==> src/etu_pkg.sv <==
// ----------------------------------------------------------------------------
// etu_pkg
// Shared types and constants of the escaped text unescaper.
// ----------------------------------------------------------------------------
`default_nettype none

package etu_pkg;

  // Field widths
  localparam int unsigned ByteW  = 8;
  localparam int unsigned CountW = 8;
  localparam int unsigned SkipW  = 2;

  // Depth of the record queue between front and back
  localparam int unsigned QDepth = 4;
  localparam int unsigned QPtrW  = $clog2(QDepth);
  localparam int unsigned QCntW  = $clog2(QDepth + 1);

  // Reset value of the character limit
  localparam logic [CountW-1:0] MaxCharsReset = 8'd63;

  // Byte codes
  localparam logic [ByteW-1:0] ChSpace     = 8'h20;
  localparam logic [ByteW-1:0] ChBackslash = 8'h5C;
  localparam logic [ByteW-1:0] ChLowerN    = 8'h6E;
  localparam logic [ByteW-1:0] ChUpperN    = 8'h4E;
  localparam logic [ByteW-1:0] ChComma     = 8'h2C;
  localparam logic [ByteW-1:0] ChSemicolon = 8'h3B;
  localparam logic [ByteW-1:0] ChNull      = 8'h00;

  // UTF-8 lead byte classes
  localparam logic [ByteW-1:0] Lead3Mask = 8'hF0;
  localparam logic [ByteW-1:0] Lead3Code = 8'hE0;
  localparam logic [ByteW-1:0] Lead4Mask = 8'hF8;
  localparam logic [ByteW-1:0] Lead4Code = 8'hF0;

  // Continuation bytes to drop after a lead byte
  localparam logic [SkipW-1:0] SkipLead3 = 2'd2;
  localparam logic [SkipW-1:0] SkipLead4 = 2'd3;

  // Input item
  typedef struct packed {
    logic [ByteW-1:0] in_byte;
    logic             in_last;
  } in_item_t;

  // Result item
  typedef struct packed {
    logic [ByteW-1:0] out_byte;
    logic             out_valid;
    logic             out_last;
  } out_item_t;

  // One record per input item that yields results: one or two of them
  typedef struct packed {
    logic             two;    // two characters: byte0 then byte1
    logic             valid0; // byte0 is a character (0: end marker)
    logic [ByteW-1:0] byte0;
    logic [ByteW-1:0] byte1;
    logic             last;   // last flag goes on the final result
  } rec_t;

endpackage

`default_nettype wire

==> src/etu_front.sv <==
// ----------------------------------------------------------------------------
// etu_front
// Classifies each input byte, tracks skip, escape and count state, and
// turns the byte into a result record for the queue.
// ----------------------------------------------------------------------------
`default_nettype none

module etu_front (
  input  wire logic                        clk_i,
  input  wire logic                        rst_ni,
  input  wire logic                        cfg_we_i,
  input  wire logic [etu_pkg::CountW-1:0]  cfg_wdata_i,
  input  wire logic                        in_fire_i,
  input  wire etu_pkg::in_item_t           in_item_i,
  output logic                             push_o,
  output etu_pkg::rec_t                    rec_o
);

  logic [etu_pkg::CountW-1:0] max_q;
  logic [etu_pkg::SkipW-1:0]  skip_q, skip_d;
  logic                       esc_q, esc_d;
  logic [etu_pkg::CountW-1:0] cw_q, cw_d;
  logic                       ts_q, ts_d;

  logic [etu_pkg::ByteW-1:0]  b;
  logic                       last;
  logic                       w1, w2;
  logic [etu_pkg::ByteW-1:0]  c1, c2;
  logic                       ok1, ok2, e1, e2, ts1, ts2;
  logic [etu_pkg::CountW-1:0] cw1, cw2;

  assign b    = in_item_i.in_byte;
  assign last = in_item_i.in_last;

  // Classify the byte and pick up to two candidate characters
  always_comb begin
    skip_d = skip_q;
    esc_d  = esc_q;
    w1     = 1'b0;
    w2     = 1'b0;
    c1     = b;
    c2     = b;
    if (skip_q != '0) begin
      skip_d = skip_q - 2'd1;
    end else if (esc_q) begin
      esc_d = 1'b0;
      if (b == etu_pkg::ChLowerN || b == etu_pkg::ChUpperN) begin
        w1 = 1'b1;
        c1 = etu_pkg::ChSpace;
      end else if (b == etu_pkg::ChComma || b == etu_pkg::ChSemicolon ||
                   b == etu_pkg::ChBackslash) begin
        w1 = 1'b1;
      end else begin
        // Unknown escape: keep the backslash and its partner
        w1 = 1'b1;
        c1 = etu_pkg::ChBackslash;
        w2 = 1'b1;
      end
    end else if ((b & etu_pkg::Lead3Mask) == etu_pkg::Lead3Code) begin
      skip_d = etu_pkg::SkipLead3;
    end else if ((b & etu_pkg::Lead4Mask) == etu_pkg::Lead4Code) begin
      skip_d = etu_pkg::SkipLead4;
    end else if (b == etu_pkg::ChBackslash && !last) begin
      esc_d = 1'b1;
    end else begin
      w1 = 1'b1;
    end
  end

  // Apply limit and leading space trim to each candidate in turn
  always_comb begin
    ok1 = w1 && (cw_q < max_q);
    cw1 = cw_q + {{(etu_pkg::CountW-1){1'b0}}, ok1};
    e1  = ok1 && !(c1 == etu_pkg::ChSpace && !ts_q);
    ts1 = ts_q | e1;
    ok2 = w2 && (cw1 < max_q);
    cw2 = cw1 + {{(etu_pkg::CountW-1){1'b0}}, ok2};
    e2  = ok2 && !(c2 == etu_pkg::ChSpace && !ts1);
    ts2 = ts1 | e2;
    cw_d = cw2;
    ts_d = ts2;
  end

  // Build the record; an item with no character on the last byte is a marker
  always_comb begin
    push_o       = in_fire_i && (e1 || e2 || last);
    rec_o.two    = e1 && e2;
    rec_o.valid0 = e1 || e2;
    rec_o.byte0  = e1 ? c1 : (e2 ? c2 : etu_pkg::ChNull);
    rec_o.byte1  = c2;
    rec_o.last   = last;
  end

  // Hold the limit register
  always_ff @(posedge clk_i or negedge rst_ni) begin
    if (!rst_ni) begin
      max_q <= etu_pkg::MaxCharsReset;
    end else if (cfg_we_i) begin
      max_q <= cfg_wdata_i;
    end
  end

  // Advance stream state, clear it after the last byte
  always_ff @(posedge clk_i or negedge rst_ni) begin
    if (!rst_ni) begin
      skip_q <= '0;
      esc_q  <= 1'b0;
      cw_q   <= '0;
      ts_q   <= 1'b0;
    end else if (in_fire_i) begin
      if (last) begin
        skip_q <= '0;
        esc_q  <= 1'b0;
        cw_q   <= '0;
        ts_q   <= 1'b0;
      end else begin
        skip_q <= skip_d;
        esc_q  <= esc_d;
        cw_q   <= cw_d;
        ts_q   <= ts_d;
      end
    end
  end

`ifndef SYNTHESIS
  // Skipping continuation bytes and a pending escape never coexist
  assert property (@(posedge clk_i) disable iff (!rst_ni)
    !((skip_q != '0) && esc_q))
    else $error("etu_front: skip and escape pending together");
`endif

endmodule

`default_nettype wire

==> src/etu_fifo.sv <==
// ----------------------------------------------------------------------------
// etu_fifo
// Short register queue of result records between front and back.
// ----------------------------------------------------------------------------
`default_nettype none

module etu_fifo (
  input  wire logic          clk_i,
  input  wire logic          rst_ni,
  input  wire logic          push_i,
  input  wire etu_pkg::rec_t push_rec_i,
  output logic               full_o,
  output logic               head_valid_o,
  output etu_pkg::rec_t      head_rec_o,
  input  wire logic          pop_i
);

  etu_pkg::rec_t                  mem_q [etu_pkg::QDepth];
  logic [etu_pkg::QPtrW-1:0]      wr_q, rd_q;
  logic [etu_pkg::QCntW-1:0]      cnt_q;

  assign full_o       = (cnt_q == etu_pkg::QCntW'(etu_pkg::QDepth));
  assign head_valid_o = (cnt_q != '0);
  assign head_rec_o   = mem_q[rd_q];

  // Store records
  always_ff @(posedge clk_i) begin
    if (push_i) begin
      mem_q[wr_q] <= push_rec_i;
    end
  end

  // Advance pointers and fill count
  always_ff @(posedge clk_i or negedge rst_ni) begin
    if (!rst_ni) begin
      wr_q  <= '0;
      rd_q  <= '0;
      cnt_q <= '0;
    end else begin
      if (push_i) begin
        wr_q <= wr_q + etu_pkg::QPtrW'(1);
      end
      if (pop_i) begin
        rd_q <= rd_q + etu_pkg::QPtrW'(1);
      end
      case ({push_i, pop_i})
        2'b10:   cnt_q <= cnt_q + etu_pkg::QCntW'(1);
        2'b01:   cnt_q <= cnt_q - etu_pkg::QCntW'(1);
        default: cnt_q <= cnt_q;
      endcase
    end
  end

`ifndef SYNTHESIS
  // No write into a full queue
  assert property (@(posedge clk_i) disable iff (!rst_ni) push_i |-> !full_o)
    else $error("etu_fifo: push while full");
  // No read from an empty queue
  assert property (@(posedge clk_i) disable iff (!rst_ni) pop_i |-> head_valid_o)
    else $error("etu_fifo: pop while empty");
`endif

endmodule

`default_nettype wire

==> src/etu_back.sv <==
// ----------------------------------------------------------------------------
// etu_back
// Unpacks queued records into result transfers through an output register.
// ----------------------------------------------------------------------------
`default_nettype none

module etu_back (
  input  wire logic          clk_i,
  input  wire logic          rst_ni,
  input  wire logic          head_valid_i,
  input  wire etu_pkg::rec_t head_rec_i,
  output logic               pop_o,
  output logic               out_valid_o,
  input  wire logic          out_ready_i,
  output etu_pkg::out_item_t out_data_o
);

  logic               vld_q;
  logic               half_q, half_d;
  etu_pkg::out_item_t data_q, data_d;
  logic               load;

  // Load the output register when it is empty or being taken
  assign load = head_valid_i && (!vld_q || out_ready_i);

  // Pick the next result from the head record
  always_comb begin
    half_d          = half_q;
    pop_o           = 1'b0;
    data_d.out_byte = head_rec_i.byte0;
    data_d.out_valid = head_rec_i.valid0;
    data_d.out_last = head_rec_i.last;
    if (load) begin
      if (head_rec_i.two && !half_q) begin
        // First of two characters: keep the record
        data_d.out_valid = 1'b1;
        data_d.out_last  = 1'b0;
        half_d           = 1'b1;
      end else begin
        if (half_q) begin
          data_d.out_byte  = head_rec_i.byte1;
          data_d.out_valid = 1'b1;
        end
        half_d = 1'b0;
        pop_o  = 1'b1;
      end
    end
  end

  // Hold result payload
  always_ff @(posedge clk_i) begin
    if (load) begin
      data_q <= data_d;
    end
  end

  // Track output valid and record half
  always_ff @(posedge clk_i or negedge rst_ni) begin
    if (!rst_ni) begin
      vld_q  <= 1'b0;
      half_q <= 1'b0;
    end else begin
      half_q <= half_d;
      if (load) begin
        vld_q <= 1'b1;
      end else if (out_ready_i) begin
        vld_q <= 1'b0;
      end
    end
  end

  assign out_valid_o = vld_q;
  assign out_data_o  = data_q;

`ifndef SYNTHESIS
  // Second half is only pending on a two-character record
  assert property (@(posedge clk_i) disable iff (!rst_ni)
    half_q |-> (head_valid_i && head_rec_i.two))
    else $error("etu_back: half pending without two-character record");
`endif

endmodule

`default_nettype wire

==> src/escaped_text_unescaper.sv <==
// ----------------------------------------------------------------------------
// escaped_text_unescaper
// Escaped text value cleaner: 3/4-byte UTF-8 drop, escape decode, limit and trim.
// ----------------------------------------------------------------------------
// The block takes one input byte per clock while the queue has room. Each
// byte is classified and its results are decided in the cycle it is
// accepted; a byte that yields results writes one record into a four-entry
// queue, and the back end sends one result per clock while out_ready_i is
// high from an output register, so a result passes through the queue and
// then the output register before out_valid_o rises. An unknown escape
// yields up to two results; input stalls only while the queue is full.
// cfg_we_i writes the character limit (reset 63).
// ----------------------------------------------------------------------------
`default_nettype none

module escaped_text_unescaper (
  input  wire logic                       clk_i,
  input  wire logic                       rst_ni,
  input  wire logic                       cfg_we_i,
  input  wire logic [etu_pkg::CountW-1:0] cfg_wdata_i,
  input  wire logic                       in_valid_i,
  output logic                            in_ready_o,
  input  wire etu_pkg::in_item_t          in_data_i,
  output logic                            out_valid_o,
  input  wire logic                       out_ready_i,
  output etu_pkg::out_item_t              out_data_o
);

  logic          push, pop, full, head_valid, in_fire;
  etu_pkg::rec_t push_rec, head_rec;

  // Accept while the queue has room
  assign in_ready_o = !full;
  assign in_fire    = in_valid_i && in_ready_o;

  etu_front u_front (
    .clk_i       (clk_i),
    .rst_ni      (rst_ni),
    .cfg_we_i    (cfg_we_i),
    .cfg_wdata_i (cfg_wdata_i),
    .in_fire_i   (in_fire),
    .in_item_i   (in_data_i),
    .push_o      (push),
    .rec_o       (push_rec)
  );

  etu_fifo u_fifo (
    .clk_i        (clk_i),
    .rst_ni       (rst_ni),
    .push_i       (push),
    .push_rec_i   (push_rec),
    .full_o       (full),
    .head_valid_o (head_valid),
    .head_rec_o   (head_rec),
    .pop_i        (pop)
  );

  etu_back u_back (
    .clk_i        (clk_i),
    .rst_ni       (rst_ni),
    .head_valid_i (head_valid),
    .head_rec_i   (head_rec),
    .pop_o        (pop),
    .out_valid_o  (out_valid_o),
    .out_ready_i  (out_ready_i),
    .out_data_o   (out_data_o)
  );

endmodule

`default_nettype wire
==> config.mk <==
export PLATFORM = sky130hd
export DESIGN_NAME = escaped_text_unescaper
export DESIGN_NICKNAME = d
export VERILOG_FILES = /design/src/etu_pkg.sv /design/src/etu_front.sv /design/src/etu_fifo.sv /design/src/etu_back.sv /design/src/escaped_text_unescaper.sv
export SDC_FILE = /design/constraint.sdc
export NUM_CORES = 1
export LEC_CHECK = 0
export ABC_AREA = 1
export BUFFER_PORTS_ARGS = -buffer_cell sky130_fd_sc_hd__buf_2
export CORE_UTILIZATION = 30
export CTS_CLUSTER_DIAMETER = 120
export DETAILED_ROUTE_END_ITERATION = 12
export PLACE_DENSITY = 0.54
export SYNTH_ARGS = -nofsm -noshare
export SYNTH_HDL_FRONTEND = slang
export SYNTH_SLANG_ARGS = --single-unit
==> constraint.sdc <==
create_clock -name clk_i -period 6.9 [get_ports clk_i]
set_input_delay 1.725 -clock clk_i [delete_from_list [all_inputs] [get_ports clk_i]]
set_output_delay 1.725 -clock clk_i [all_outputs]
set_load 0.005 [all_outputs]
==> results of run 1 <==
state kept, by name, indices dropped and copies added, names as in the netlist:
signal,count
u_back.half_q,1
u_back.out_data_o,10
u_back.out_valid_o,1
u_fifo.cnt_q,3
u_fifo.mem_q,76
u_fifo.rd_q,2
u_fifo.wr_q,2
u_front.cw_q,8
u_front.esc_q,1
u_front.max_q,8
u_front.skip_q,2
u_front.ts_q,1
Yosys cell counts:
| cell | instances |
|---|---|
| nor2_1 | 92 |
| edfxtp_1 | 86 |
| nand2_1 | 75 |
| inv_1 | 59 |
| o21ai_0 | 59 |
| ha_1 | 24 |
| dfrtp_1 | 23 |
| nand3_1 | 15 |
| o22ai_1 | 15 |
| a21oi_1 | 13 |
| clkbuf_1 | 12 |
| a31oi_1 | 10 |
| xor2_1 | 7 |
| dfstp_2 | 6 |
| nand4_1 | 4 |
| nor3_1 | 4 |
| xnor2_1 | 4 |
| a211oi_1 | 3 |
| nand3_2 | 3 |
| a22o_1 | 2 |
| clkinv_1 | 2 |
| inv_2 | 2 |
| nand2_2 | 2 |
| buf_1 | 1 |
| buf_2 | 1 |
| fa_1 | 1 |
| mux2_2 | 1 |
| nand2_4 | 1 |
| nor2_2 | 1 |
| nor2_4 | 1 |
| o2111a_1 | 1 |
| o211ai_1 | 1 |
| o21bai_4 | 1 |
| o32ai_1 | 1 |
| or2_2 | 1 |
cell families after synthesis:
logic type / Yosys count / synth area share (%)
fa+ha+maj: 25 / 5.86
buf+inv: 77 / 5.31
flops: 115 / 60.7
simple gates: 199 / 15.1
xor+xnor: 11 / 1.76
compound gates: 106 / 11.0
mux: 1 / 0.206
metal layers:
metal | track usage, % | part of all wire [%]
met1 | 17.9 | 45
met2 | 23.6 | 49
met3 | 4.15 | 4.5
met4 | 5.37 | 1.1
met5 | 0 | 0
worst reg2reg max path: cells and delay by family, from the launching register on:
kind | cells | cell delay (ns)
AND/OR/NAND/NOR | 16 | 1.42
XOR/XNOR | 2 | 0.40
buffers and inverters | 5 | 0.30
AO/OA/AOI/OAI | 4 | 0.48
adder cells (fa/ha/maj) | 5 | 1.25
flip-flops | 1 | 0.51
cell type report:
class,instances,area (sq um)
tap,225,282
sequential,115,3320
timing repair buffer,41,225
inverter,63,236
clock buffer,18,429
fill,1722,11100
multi-input combinational,342,1860
clock inverter,13,88.8
worst max-delay path by stage:
| stage | end | slack, ns | cells after the start |
|---|---|---|---|
| 3_3_place_gp | u_fifo.cnt_q[2]$_DFFE_PN0P_ | 1.28 | 31 |
| 4_1_cts | u_fifo.cnt_q[2]$_DFFE_PN0P_ | 1.64 | 31 |
| 2_1_floorplan | u_fifo.mem_q[0][0]$_DFFE_PP_ | 1.62 | 22 |
| 6_report | u_fifo.cnt_q[2]$_DFFE_PN0P_ | 1.64 | 31 |
| 5_1_grt | u_fifo.cnt_q[2]$_DFFE_PN0P_ | 1.20 | 31 |
| 3_5_place_dp | u_fifo.cnt_q[2]$_DFFE_PN0P_ | 1.26 | 31 |
per-stage QoR:
stage	hold WS, ns	cells	setup slack [ns]	util (%)
3_3_place_gp	0.462	786	1.28	33.7
4_1_cts	0.476	817	1.64	36.7
6_report	0.470	817	1.64	36.7
5_1_grt	0.512	817	1.20	36.7
2_1_floorplan	0.446	534	1.62	-
3_5_place_dp	0.464	786	1.26	33.7
power groups by stage:
stage	combinational [mW]	sequential [mW]	clock, mW
global placement	0.827	1.02	0
floorplan	0.556	1.02	0
CTS	0.844	1.01	0.778
global route	0.953	1.02	0.814
finish	0.828	1.01	0.761
detailed placement	0.841	1.02	0
==> impl_metrics.py, run 1 <==
metrics = {
    "outcome": {
        "outcome": "finished, final reports clean",
    },
    "synthesis": {
        "netlist_instances": 534,
        "synth_largest_type_area_fraction_pct": 47.3,
        "yosys_register_bits": 115,
        "synth.largest_area_cell": "edfxtp_1",
        "synthTopCellsByArea": "edfxtp_1, dfrtp_1, nor2_1",
        "postSynthAreaPerCell_sq_um": 10.2,
        "synth_sequential_area_ratio_pct": 60.7,
        "synth_warnings": 0,
        "syn-cell-area_sq_um": 5460,
        "synth.net_count": 581,
        "synth.distinct_cells": 35,
    },
    "worst_setup_path": {
        "ff2ff_path_depth": 32,
        "worstSetupPathType": "input port to register",
        "cp_max_fo": 8,
        "reg2reg_to": "u_fifo.cnt_q[2]$_DFFE_PN0P_",
        "worst_setup_path_end_kind": "register",
        "crit_buf_inv": 6,
        "critPathMaxStageDelay_ns": 0.37,
        "crit_family": "simple AND/OR/NAND/NOR gates",
        "arrival_ns": 5.55,
        "cp.required_ns": 7.19,
        "critPathLaunch": "in_data_i[4]",
        "rrSetupSlack_ns": 2.38,
        "timing.critical_path.from_type": "input port",
        "r2r_startpoint": "u_front.max_q[1]$_DFFE_PN1P_",
        "standard_cell_with_the_maximum_stage_delay_on_the_critical_path": "fa_1",
    },
    "power_and_ir_drop": {
        "power.share.combinational_pct": 31.9,
        "power_switching_share_pct": 35.3,
        "switchingPower_mw": 0.916,
        "power_frac_clock_pct": 29.3,
        "leakagePower_nw": 2.66,
        "total_power_mw": 2.59,
        "power.internal_mw": 1.68,
        "maximum_vdd_drop_mv": 0.200,
        "sequentialPowerShare_pct": 38.8,
        "pd_cells_nw_per_um2": 403,
    },
    "global_route": {
        "pin_count_of_the_biggest_net_entering_global_routing": 41,
        "wire_length_of_the_first_global_routing_pass_um": 20000,
        "antenna_violations_before_repair": 0,
        "overall_routing_resource_usage_pct": 14.4,
        "first_global_vias": 3808,
        "grt_overflow": 0,
    },
    "drt": {
        "drt-vias-per-instance": 4.69,
        "drt_iter0_drc": 225,
        "remaining_drc_errors": 0,
        "drt_wl_total_um": 12200,
        "wire_length_per_cell_after_detailed_routing_um": 14.9,
        "detail-route-antenna-nets": 0,
        "route.vias.total": 3835,
        "drt_pass1_iterations": 7,
    },
    "floorplanning": {
        "core-area_sq_um": 17500,
        "initial_utilization_pct": 31.1,
        "floorplan.die.height_um": 137,
        "row_count": 48,
        "fp.dieArea_sq_um": 18700,
        "die_x_um": 137,
        "num_io_pins": 34,
    },
    "timing": {
        "fin_crit_ns": 5.26,
        "slew_violations": 0,
        "timing.slew.headroom_pct": 53.9,
        "timing.final.setup_violations": 0,
        "fmax_mhz": 190,
        "tns_ns": 0,
        "final_min_period_over_clock_period_pct": 76.2,
        "final_hold_viol_count": 0,
        "finClkSkew_ns": 0.0103,
        "worst_max_slew_pin_slew_ns": 0.691,
        "rsz_0062_raised_after_global_routing": "no",
    },
    "final_layout": {
        "final_layout_size_suffix_gt1_share_pct": 14.7,
        "most_common_cell_after_layout_fill_and_taps_aside": "nor2_1",
        "flow.area_growth_from_synthesis_pct": 17.8,
        "antennaDiodeCount": 0,
        "layout.cells.most_common_list": "nor2_1, edfxtp_1, nand2_1, inv_1, o21ai_0",
        "final_cell_area_sq_um": 6430,
        "final_nets": 627,
    },
    "cts": {
        "cts_htree_levels": 4,
        "clock_tree_from_tritoncts": "yes",
        "insertion_delay_ns": 0.41,
        "post_cts_resize_count": 0,
        "cts_hold_buf": 0,
        "clock_transition_at_the_register_clock_pins_on_the_worst_setup_and_hold_paths_after_cts_ns": 0.06,
        "numClockSinks": 115,
        "cts.root.buffer_cell": "clkbuf_16",
        "cts-buffers-inserted": 17,
        "postCtsSetupRepairBufs": 0,
        "number_of_buffers_on_the_longest_clock_path": 2,
    },
    "hold_path": {
        "min-delay-start": "u_fifo.cnt_q[0]$_DFFE_PN0P_",
        "timing.hold.worst_path_depth": 1,
        "worstHoldPathType": "register to register",
        "hold_end": "u_fifo.cnt_q[0]$_DFFE_PN0P_",
    },
    "place": {
        "detailedPlacementHpwl_um": 8000,
        "placed_cell_area_sq_um": 5910,
        "gp_routability_congestion": 0.874,
        "portBuffers": 33,
    },
    "run": {
        "max_capacitance_violation_count": 0,
    },
}
(Power assumes the default switching activity.)
==> inputs of run 2 (changes only) <==
--- a/config.mk
+++ b/config.mk
@@ -5,7 +5,7 @@
 export SDC_FILE = /design/constraint.sdc
 export NUM_CORES = 1
 export LEC_CHECK = 0
-export ABC_AREA = 1
+export ABC_AREA = 0
 export BUFFER_PORTS_ARGS = -buffer_cell sky130_fd_sc_hd__buf_2
 export CORE_UTILIZATION = 30
 export CTS_CLUSTER_DIAMETER = 120
==> constraint.sdc (replaced) <==
create_clock -name clk_i -period 5.3 [get_ports clk_i]
set_input_delay 1.325 -clock clk_i [delete_from_list [all_inputs] [get_ports clk_i]]
set_output_delay 1.325 -clock clk_i [all_outputs]
set_load 0.005 [all_outputs]
==> impl_metrics.py, run 2 <==
metrics = {
    "place": {
        "placed_cell_area_sq_um": 6040,
        "portBuffers": 33,
        "place_ws_ns": -0.133,
        "detailedPlacementHpwl_um": 7570,
        "gp_routability_congestion": 0.847,
        "dpl.cell_count": 643,
    },
    "timing": {
        "postLayoutSetupSlackWorst_ns": 0.341,
        "worst_max_slew_pin_slew_ns": 0.933,
        "rsz_0062_raised_after_global_routing": "no",
        "finClkSkew_ns": 0.0120,
        "slew_violations": 0,
        "final_hold_viol_count": 0,
        "timing.final.setup_violations": 0,
        "final_min_period_over_clock_period_pct": 93.6,
        "fin_crit_ns": 4.96,
        "fmax_mhz": 202,
        "timing.slew.headroom_pct": 37.8,
    },
    "synthesis": {
        "yosys.cell_count.top_type": "edfxtp_1",
        "synth-edff-count": 86,
        "synth_warnings": 0,
        "synth.largest_area_cell": "edfxtp_1",
        "yosys_register_bits": 115,
        "synth.top_cells.by_count": "edfxtp_1, nand2_1, ha_1, inv_1, dfrtp_1",
        "netlist_instances": 364,
        "synth_largest_type_area_fraction_pct": 48.4,
        "postSynth.asyncResetShare_pct": 25.2,
        "postSynthAreaPerCell_sq_um": 14.7,
        "synthTopCellsByArea": "edfxtp_1, dfrtp_1, mux4_2",
        "synth_flop_cell": "edfxtp_1",
        "synth.net_count": 411,
        "synth.distinct_cells": 54,
        "synth_sequential_area_ratio_pct": 62.1,
        "syn-cell-area_sq_um": 5340,
    },
    "worst_setup_path": {
        "timing.critical_path.cells": "buf_2 > nor4bb_4 > nand4bb_1 > nand4b_1 > nor3_4 > ha_1 > and3_1 > nand3_1 > nor2_1 > xor2_1 > ha_1 > a221o_1 > a311o_1 > buf_4 > buf_4 > a211oi_1 > a21oi_1 > nor2b_1",
        "ff2ff_path_depth": 18,
        "worstSetupPathType": "input port to register",
        "standard_cell_with_the_maximum_stage_delay_on_the_critical_path": "a311o_1",
        "critPathMaxStageDelay_ns": 0.39,
        "rrSetupSlack_ns": 0.44,
        "crit_family": "simple AND/OR/NAND/NOR gates",
        "worst_setup_path_end_kind": "register",
        "cp_max_fo": 4,
        "path_depth": 18,
        "worst_setup_path_endpoint": "u_fifo.mem_q[3][9]$_DFFE_PP_",
        "arrival_ns": 5.18,
        "timing.critical_path.from_type": "input port",
        "reg2reg_to": "u_fifo.mem_q[3][9]$_DFFE_PP_",
        "r2r_startpoint": "u_front.max_q[1]$_DFFE_PN1P_",
        "crit_buf_inv": 3,
        "cp.required_ns": 5.52,
        "critPathLaunch": "in_data_i[4]",
    },
    "floorplanning": {
        "fp.dieArea_sq_um": 18300,
        "initial_utilization_pct": 30.8,
        "core-area_sq_um": 17400,
        "floorplan.die.height_um": 135,
        "die_x_um": 135,
        "num_io_pins": 34,
        "row_count": 48,
    },
    "outcome": {
        "outcome": "finished, final reports clean",
    },
    "drt": {
        "drt-vias-per-instance": 4.73,
        "drt_iter0_drc": 140,
        "remaining_drc_errors": 0,
        "drt_pass1_iterations": 5,
        "drt_wl_total_um": 11100,
        "route.vias.total": 3203,
        "wire_length_per_cell_after_detailed_routing_um": 16.4,
        "detail-route-antenna-nets": 0,
    },
    "final_layout": {
        "final_nets": 486,
        "largest_register_ffs": 76,
        "flow.area_growth_from_synthesis_pct": 24.0,
        "final_cell_area_sq_um": 6620,
        "registers.top_by_ff_count": "u_fifo.mem_q",
        "layout.cells.most_common_list": "edfxtp_1, buf_2, buf_4, nand2_1",
        "stdcell_count": 677,
        "antennaDiodeCount": 0,
        "layout.core_utilization_pct": 38.1,
        "final_layout_size_suffix_gt1_share_pct": 30.8,
        "most_common_cell_after_layout_fill_and_taps_aside": "edfxtp_1",
    },
    "global_route": {
        "wire_length_of_the_first_global_routing_pass_um": 18500,
        "first_global_vias": 3416,
        "antenna_violations_before_repair": 1,
        "grt_overflow": 0,
        "overall_routing_resource_usage_pct": 13.8,
        "pin_count_of_the_biggest_net_entering_global_routing": 30,
    },
    "cts": {
        "cts.root.buffer_cell": "clkbuf_16",
        "clock_tree_from_tritoncts": "yes",
        "insertion_delay_ns": 0.42,
        "clock_transition_at_the_register_clock_pins_on_the_worst_setup_and_hold_paths_after_cts_ns": 0.05,
        "cts_htree_levels": 4,
        "number_of_buffers_on_the_longest_clock_path": 2,
        "numClockSinks": 115,
        "cts-buffers-inserted": 17,
    },
    "power_and_ir_drop": {
        "pd_cells_nw_per_um2": 509,
        "leakagePower_nw": 2.59,
        "total_power_mw": 3.37,
        "maximum_vdd_drop_mv": 0.241,
    },
    "hold_path": {
        "worstHoldPathType": "register to register",
    },
    "run": {
        "max_capacitance_violation_count": 0,
    },
}
run 2: changes by cell type in the layout (fill, tap and decap cells not counted), sizes merged, moves of 8 or more:
cell | before | now
inv | 62 | 27
o21ai | 59 | 17
nand3 | 18 | 8
o22ai | 15 | 3
a21oi | 13 | 5
buf | 41 | 67
nor2 | 94 | 11
nand2 | 78 | 29
a31oi | 10 | 2
mux4 | 0 | 19
mux2 | 1 | 10
run 2: per-stage QoR:
stage                     setup TNS [ns]  hold WS (ns)
after floorplan                        0         0.464
after global placement           -0.0669         0.480
after detailed placement          -0.234         0.493
after CTS                              0         0.504
after global routing                   0         0.533
final                                  0         0.503
run 2: power breakdown:
group	internal (mW)	switching, mW	total [mW]
clock	0.647	0.416	1.06
combinational	0.475	0.467	0.942
sequential	1.24	0.121	1.36
run 2: cell families (layout without fill, tap and decap cells):
group | after synthesis | in the layout | share of synthesized area [%]
AO/OA/AOI/OAI | 57 | 57 | 7.80
multiplexers | 29 | 29 | 10.2
AND/OR/NAND/NOR | 86 | 86 | 8.60
adder cells (fa/ha/maj) | 25 | 25 | 6.00
flip-flops | 115 | 115 | 62.1
XOR/XNOR | 17 | 17 | 2.79
buffers and inverters | 35 | 123 | 2.51
run 2: metal layers:
metal / track usage (%) / wire [um] / vias to the layer above
li1: - / - / 1543
met1: 17.8 / 5150 / 1583
met2: 21.7 / 5370 / 64
met3: 4.15 / 472 / 13
met4: 5.81 / 108 / 0
met5: 0 / 0 / -
run 2: layout make-up:
class / instances / area, sq um
clock buffers: 18 / 429
clock inverters: 14 / 130
well taps: 225 / 282
multi-input cells: 214 / 1900
repair buffers: 67 / 470
fillers: 1641 / 10700
flip-flops and latches: 115 / 3320
inverters: 24 / 90.1
run 2: how the worst min path moves through the flow:
stage / from / end / slack (ns) / cells past startpoint
3_5_place_dp: u_fifo.cnt_q[2]$_DFFE_PN0P_ / u_fifo.cnt_q[2]$_DFFE_PN0P_ / 0.49 / 1
3_3_place_gp: u_fifo.cnt_q[2]$_DFFE_PN0P_ / u_fifo.cnt_q[2]$_DFFE_PN0P_ / 0.48 / 1
5_1_grt: u_fifo.cnt_q[2]$_DFFE_PN0P_ / u_fifo.cnt_q[2]$_DFFE_PN0P_ / 0.53 / 1
4_1_cts: u_fifo.cnt_q[2]$_DFFE_PN0P_ / u_fifo.cnt_q[2]$_DFFE_PN0P_ / 0.50 / 1
2_1_floorplan: u_fifo.cnt_q[2]$_DFFE_PN0P_ / u_fifo.cnt_q[2]$_DFFE_PN0P_ / 0.46 / 1
6_report: u_fifo.cnt_q[2]$_DFFE_PN0P_ / u_fifo.cnt_q[2]$_DFFE_PN0P_ / 0.50 / 1
run 2: repair_timing:
action	in CTS	in global routing
endpoints found under the setup margin	0	2
gates resized for setup	0	2
hold buffers	0	0
buffers inserted	0	2
